**src/design/assert_macros.svh**
```systemverilog
// Assertion helpers shared by the allocator modules.
// Each macro expects a clock named clk and an active-low reset named rst_n.
`ifndef ASSERT_MACROS_SVH
`define ASSERT_MACROS_SVH

// A condition that must hold at every clock edge outside reset.
`define FFHA_ASSERT_ALWAYS(lbl, cond, msg) \
    lbl: assert property (@(posedge clk) disable iff (!rst_n) (cond)) else $error(msg);

// A consequence that must hold in the cycle after its trigger.
`define FFHA_ASSERT_NEXT(lbl, ante, cons, msg) \
    lbl: assert property (@(posedge clk) disable iff (!rst_n) (ante) |=> (cons)) else $error(msg);

`endif

```
**src/design/ffha_pkg.sv**
```systemverilog
package ffha_pkg;

    // Field widths.
    localparam int AW  = 21;
    localparam int OPW = 2;
    localparam int STW = 2;
    localparam int IN_TDATA_W  = 48;
    localparam int OUT_TDATA_W = 72;

    // Heap geometry.
    localparam int SEGMENTS_DEF    = 64;
    localparam int HEAP_MAX_BYTES  = 1048576;
    localparam int INIT_BYTES      = 524288;
    localparam int PAGE_BYTES      = 4096;
    localparam int HEADER_BYTES    = 48;
    localparam int ROUND_MASK      = 15;
    localparam int MIN_SPLIT_BYTES = 16;
    localparam int INIT_PAGES      = (INIT_BYTES / PAGE_BYTES == 0) ? 1
                                     : INIT_BYTES / PAGE_BYTES;
    localparam int INIT_HEAP_BYTES = INIT_PAGES * PAGE_BYTES;

    // Width of the spare-entry search groups.
    localparam int SPARE_GROUP = 8;

    // Operation codes; the last one leaves the heap unchanged and returns an ok status.
    localparam logic [OPW-1:0] OP_ALLOC = 2'd0;
    localparam logic [OPW-1:0] OP_FREE  = 2'd1;
    localparam logic [OPW-1:0] OP_GROW  = 2'd2;
    localparam logic [OPW-1:0] OP_NONE  = 2'd3;

    // Status codes.
    localparam logic [STW-1:0] ST_OK       = 2'd0;
    localparam logic [STW-1:0] ST_ZERO     = 2'd1;
    localparam logic [STW-1:0] ST_NO_SPACE = 2'd2;
    localparam logic [STW-1:0] ST_BAD_FREE = 2'd3;

    // Live-bit update request from the sequencer.
    typedef struct packed {
        logic set_en;
        logic clr_en;
    } live_ctl_t;

endpackage

```
**src/design/ffha_spare.sv**
```systemverilog
`include "assert_macros.svh"

module ffha_spare
    import ffha_pkg::*;
#(
    parameter int SEGMENTS = SEGMENTS_DEF,
    localparam int IW = (SEGMENTS > 1) ? $clog2(SEGMENTS) : 1,
    localparam int NG = (SEGMENTS + SPARE_GROUP - 1) / SPARE_GROUP,
    localparam int GIW = $clog2(SPARE_GROUP)
)
(
    input  logic          clk,
    input  logic          rst_n,
    input  live_ctl_t     ctl,
    input  logic [IW-1:0] set_idx,
    input  logic [IW-1:0] clr_idx,
    output logic          spare_found,
    output logic [IW-1:0] spare_idx
);

    logic [SEGMENTS-1:0] live_reg;
    logic [SEGMENTS-1:0] live_next;
    logic [NG-1:0]       grp_any_reg;
    logic [NG-1:0]       grp_any_next;
    logic [GIW-1:0]      grp_idx_reg  [NG];
    logic [GIW-1:0]      grp_idx_next [NG];

    // Live bits: the head entry is always in use.
    always_comb
    begin
        live_next = live_reg;
        if (ctl.set_en)
        begin
            live_next[set_idx] = 1'b1;
        end
        if (ctl.clr_en)
        begin
            live_next[clr_idx] = 1'b0;
        end
    end

    // First tier of the search: lowest unused entry inside each group.
    always_comb
    begin
        for (int g = 0; g < NG; g++)
        begin
            grp_any_next[g] = 1'b0;
            grp_idx_next[g] = '0;
            for (int b = SPARE_GROUP - 1; b >= 0; b--)
            begin
                if (g * SPARE_GROUP + b < SEGMENTS)
                begin
                    if (!live_reg[g * SPARE_GROUP + b])
                    begin
                        grp_any_next[g] = 1'b1;
                        grp_idx_next[g] = GIW'(b);
                    end
                end
            end
        end
    end

    always_ff @(posedge clk or negedge rst_n)
    begin
        if (!rst_n)
        begin
            live_reg    <= SEGMENTS'(1);
            grp_any_reg <= '0;
            for (int g = 0; g < NG; g++)
            begin
                grp_idx_reg[g] <= '0;
            end
        end
        else
        begin
            live_reg    <= live_next;
            grp_any_reg <= grp_any_next;
            for (int g = 0; g < NG; g++)
            begin
                grp_idx_reg[g] <= grp_idx_next[g];
            end
        end
    end

    // Second tier: lowest group that has an unused entry.
    always_comb
    begin
        spare_found = 1'b0;
        spare_idx   = '0;
        for (int g = NG - 1; g >= 0; g--)
        begin
            if (grp_any_reg[g])
            begin
                spare_found = 1'b1;
                spare_idx   = IW'(g * SPARE_GROUP + int'(grp_idx_reg[g]));
            end
        end
    end

    `FFHA_ASSERT_ALWAYS(a_head_live, live_reg[0], "head segment entry lost its live bit")

endmodule

```
**config.mk**
```make
export PLATFORM = sky130hd
export DESIGN_NAME = ffha_spare
export DESIGN_NICKNAME = d
export VERILOG_FILES = /design/src/design/ffha_pkg.sv /design/src/design/ffha_spare.sv
export VERILOG_INCLUDE_DIRS = /design/src /design/src/design
export SDC_FILE = /design/constraint.sdc
export NUM_CORES = 1
export LEC_CHECK = 0
export BUFFER_PORTS_ARGS = -buffer_cell sky130_fd_sc_hd__buf_4
export CELL_PAD_IN_SITES_DETAIL_PLACEMENT = 1
export CELL_PAD_IN_SITES_GLOBAL_PLACEMENT = 1
export CORE_UTILIZATION = 40
export DETAILED_ROUTE_END_ITERATION = 10
export PLACE_DENSITY_LB_ADDON = 0.1
export SLEW_MARGIN = 10
export SYNTH_ARGS = -nofsm -noshare
export SYNTH_HDL_FRONTEND = slang
export SYNTH_SLANG_ARGS = --single-unit
```
**constraint.sdc**
```tcl
create_clock -name clk -period 2.1 [get_ports clk]
set_clock_uncertainty 0.1 [all_clocks]
set_input_delay 0.63 -clock clk [delete_from_list [all_inputs] [get_ports clk]]
set_output_delay 0.63 -clock clk [all_outputs]
set_load 0.005 [all_outputs]
```
# [After elaboration in Yosys (flattened, before gate mapping)]
# Index checks and enable logic that the tools add are counted.
# Widths: inputs -> output; s select.
[totals] output_inout_bits=7 inputBits=16 ff_bits=96
[classes] bitwise_logic=3 n_lt_le_gt_ge=4 n_reduce_logical=2 n_mux=150 n_addsub=7
[op_table] operator="$mux 3" count=64
[op_table] operator="$mux 64" count=2
[op_table] operator="$mux 1" count=74
[op_table] operator="$and 64x64->64" count=1
[op_table] operator="$not 64->64" count=1
[op_table] operator="$or 64x64->64" count=1
[op_table] operator="$mux 6" count=8
[op_table] operator="$add 6x3->6 const A" count=4
[op_table] operator="$lt 6x7->1 const B" count=2
[op_table] operator="$add 5x3->6 const A" count=2
[op_table] operator="$demux 1 s6" count=2
[op_table] operator="$ge 6x1->1 const B" count=2
[op_table] operator="$add 4x3->5 const A" count=1
[op_table] operator="$logic_and 1x1->1" count=2

# [Logic depth before layout (Yosys ltp)]
[logic_depth] word_depth=9 mapped_depth=5 depth_no_buf=4

# [Least setup slack after synthesis]
# Ideal clock, no wire load.
[synth_timing] kind="register to output" from="reg grp_any_reg[2]" to="out spare_idx[2]" path_slack_ns=0.335 arrival_ns=1.035 required_ns=1.370 path_stages_with_launch=5 cell_sequence="dfrtp_1 clkbuf_1 nor2_1 nand3_1 a31oi_1"
[synth_between] elab_chain_cells=3
[synth_rtl] item="from (decl)" line_no="ffha_spare.sv:23" rtl="logic [NG-1:0] grp_any_reg;"
[synth_rtl] item="from (signal assigned)" line_no="ffha_spare.sv:77" rtl="grp_any_reg <= grp_any_next;"
[synth_rtl] item="$mux 6 (3 in series)" line_no="ffha_spare.sv:92" rtl="if (grp_any_reg[g])"
[synth_rtl] item="to (decl)" line_no="ffha_spare.sv:18" rtl="output logic [IW-1:0] spare_idx"
# No other way between the ends.

# [Worst setup path in the final report]
[layout_timing] from="reg grp_any_reg[4]" to="out spare_idx[0]"
[layout_between] elab_chain_cells=5
[layout_rtl] item="$mux 6 (5 in series)" line_no="ffha_spare.sv:92"
# No other way between the ends.

==> results.json <==
{
  "synth_enable_flop_cells": 0,
  "p_total_mw": 4.43,
  "fp.dieW_um": 106,
  "syn_area_mm2": 0.00436,
  "slew_headroom_pct": 63.4,
  "die_area_mm2": 0.0113,
  "wire_per_inst_um": 20.8,
  "finalSetupViolCount": 7,
  "synth_adder_area_share_pct": 0,
  "vias_per_cell": 5.86,
  "crit_slowest_cell": "dfrtp_2",
  "fmax_mhz": 426,
  "ys_ff_latch": 96,
  "pre_cts_slack_ns": 0.0298,
  "crit_path_max_fanout": 7,
  "insertion_delay_ns": 0.37,
  "cts_num_sinks": 96,
  "crit_type": "reg -> out",
  "max_stage_delay_ns": 0.50,
  "hold_viol": 0,
  "critPathArrivalTime_ns": 1.62,
  "critPathLaunchType": "register",
  "layout_commonest_cell": "a21oi_1",
  "core-area_mm2": 0.0105,
  "gp_congestion": 0.798,
  "cts_root_buffer": "clkbuf_8",
  "wl_um": 13600,
  "postRouteAntennaNets": 0,
  "avgSynthCellArea_um2": 9.43,
  "finalNonFillerCells": 653,
  "powerDensity_mw_per_mm2": 854,
  "place_hpwl_um": 9980,
  "layout_min_cycle_time_ns": 2.35,
  "synthMuxAreaShare_pct": 0,
  "synth_top_family_by_area": "compound AO/OA/AOI/OAI gates",
  "clk_pin_slew_ns": 0.09,
  "fin_hold_ws_ns": 0.0589,
  "netlist_instances": 462,
  "yosys.area_share.simple_pct": 17.4,
  "ir_drop_mv": 0.368,
  "synth_area_leaders": "dfrtp_1 55%, a21oi_1 15%, nand2_1 4.1%",
  "slew_viol_final": 0,
  "worstMarginPinSlew_ns": 0.546,
  "io_pins": 23,
  "fin_ws_ns": -0.247,
  "synth.top_cell.area_share_pct": 54.6,
  "port_buffers": 22,
  "post_route_cells_drive_above_1_share_pct": 20.5,
  "synthXorXnorAreaFrac_pct": 0,
  "maxCapViolCount": 0,
  "yosysSeqAreaShare_pct": 55.2,
  "status": "finished, violations left",
  "layout_common_cells": "128 x a21oi_1, 91 x dfrtp_1, 50 x buf_4",
  "grt_first_pass_wirelength_um": 21900,
  "path_common_cell": "buf_4",
  "gr-usage-all-layers_pct": 26.2,
  "hold_buffers": 0,
  "largest_register_ffs": 64,
  "synthFlopType": "dfrtp_1",
  "synth_fp_nets": 478,
  "htree_levels": 3,
  "ctsLongestPathBuffers": 2,
  "violations": "negative setup slack",
  "endpoint_kind": "primary output",
  "area.growth.synth_to_final_pct": 19.1,
  "cts_tree": "done",
  "cts_buffers": 9,
  "cp.required_ns": 1.37,
  "antennaDiodeCount": 0,
  "async_reset_ff_share_pct": 100,
  "start_util_pct": 41.6,
  "yosysTopAreaCell": "dfrtp_1",
  "layout.nets": 528,
  "dpl.cell_count": 636,
  "via_count": 3826,
  "grt_pass1_vias": 3935,
  "antenna_found_initial": 0,
  "tns_ns": -1.01,
  "drcViolationCount": 0,
  "drt_iter0_markers": 172,
  "p_leak_nw": 2.24,
  "chipHeight_um": 106,
  "yosysUniqueCellTypes": 34,
  "fill_cells": 1220,
  "rsz0062_at_grt": "yes",
  "grt_max_degree": 43,
  "yosysWarnings": 0,
  "rows": 37,
  "finalCritPeriodShare_pct": 112,
  "synth-compound-area-share_pct": 23.7,
  "firstDrtPassIters": 4,
  "overflow": 0,
  "min_path_type": "in -> async",
  "cp_cell_sequence": "buf_4 > nand3b_1 > nand3_1 > o221ai_2 > buf_4"
}
==> kinds of logic (layout without fill, tap and decap cells) <==
| logic type | Yosys count | after routing |
|---|---|---|
| compound gates | 187 | 187 |
| simple gates | 139 | 139 |
| flops | 96 | 96 |
| buf+inv | 40 | 95 |
==> worst max-delay path, delay by kind of cell, from the launching register on <==
kind            cells  cell delay (ns)
compound gates      1             0.21
flops               1             0.50
buf+inv             2             0.33
simple gates        2             0.21
==> stage by stage <==
stage	utilization, %	area (um^2)
6_report	49.6	5190
5_1_grt	49.6	5190
4_1_cts	49.1	5130
3_5_place_dp	46.7	4890
3_3_place_gp	46.7	4890
2_1_floorplan	-	4360
==> timing repair <==
action / 4_1_cts / 5_1_grt
setup endpoints to repair: 7 / 7
setup buffers: 0 / 1
pin swaps: 0 / 10
resized for setup: 12 / 13
==> area by class of cell <==
type / count / area (um^2) / share of cell area, %
Clock buffer: 11 / 151 / 2.92
Clock inverter: 5 / 53.8 / 1.04
Inverter: 23 / 86.3 / 1.66
Multi-Input combinational cell: 326 / 1860 / 35.8
Sequential cell: 96 / 2410 / 46.4
Tap cell: 136 / 170 / 3.28
Timing Repair Buffer: 56 / 460 / 8.88
==> where the power goes <==
group          internal (mW)  switching, mW
clock                  0.614          0.654
sequential              2.15          0.338
combinational          0.287          0.386
==> worst paths after layout <==
path,startpoint,to,slack (ns),cells past startpoint
worst max-delay path,grp_any_reg[4],spare_idx[0],-0.25,5
worst min-delay path,rst_n,grp_idx_reg[3],0.06,1
worst max register to register,live_reg[0],grp_any_reg[0],0.86,2
worst min register to register,live_reg[35],grp_idx_reg[10],0.42,1
max in group asynchronous,rst_n,live_reg[0],1.24,2
min in group clk,clr_idx[0],live_reg[63],0.41,2
==> layer usage <==
metal	vias up	share of wire, %	global-route usage (%)
li1	1773	-	-
met2	87	47	42.1
met3	23	4.3	5.27
met4	0	2.0	8.43
met5	-	0	0
met1	1943	47	35.6
==> cell usage after synthesis (all sizes together), types with 9 or more instances <==
master,number
nand2,49
nor2,25
o21ai,12
a21oi,130
dfrtp,95
buf,11
nand4,10
o22ai,9
a31oi,14
inv,23
nand3,12
a21boi,9
Power figures use the tool's default switching activity.
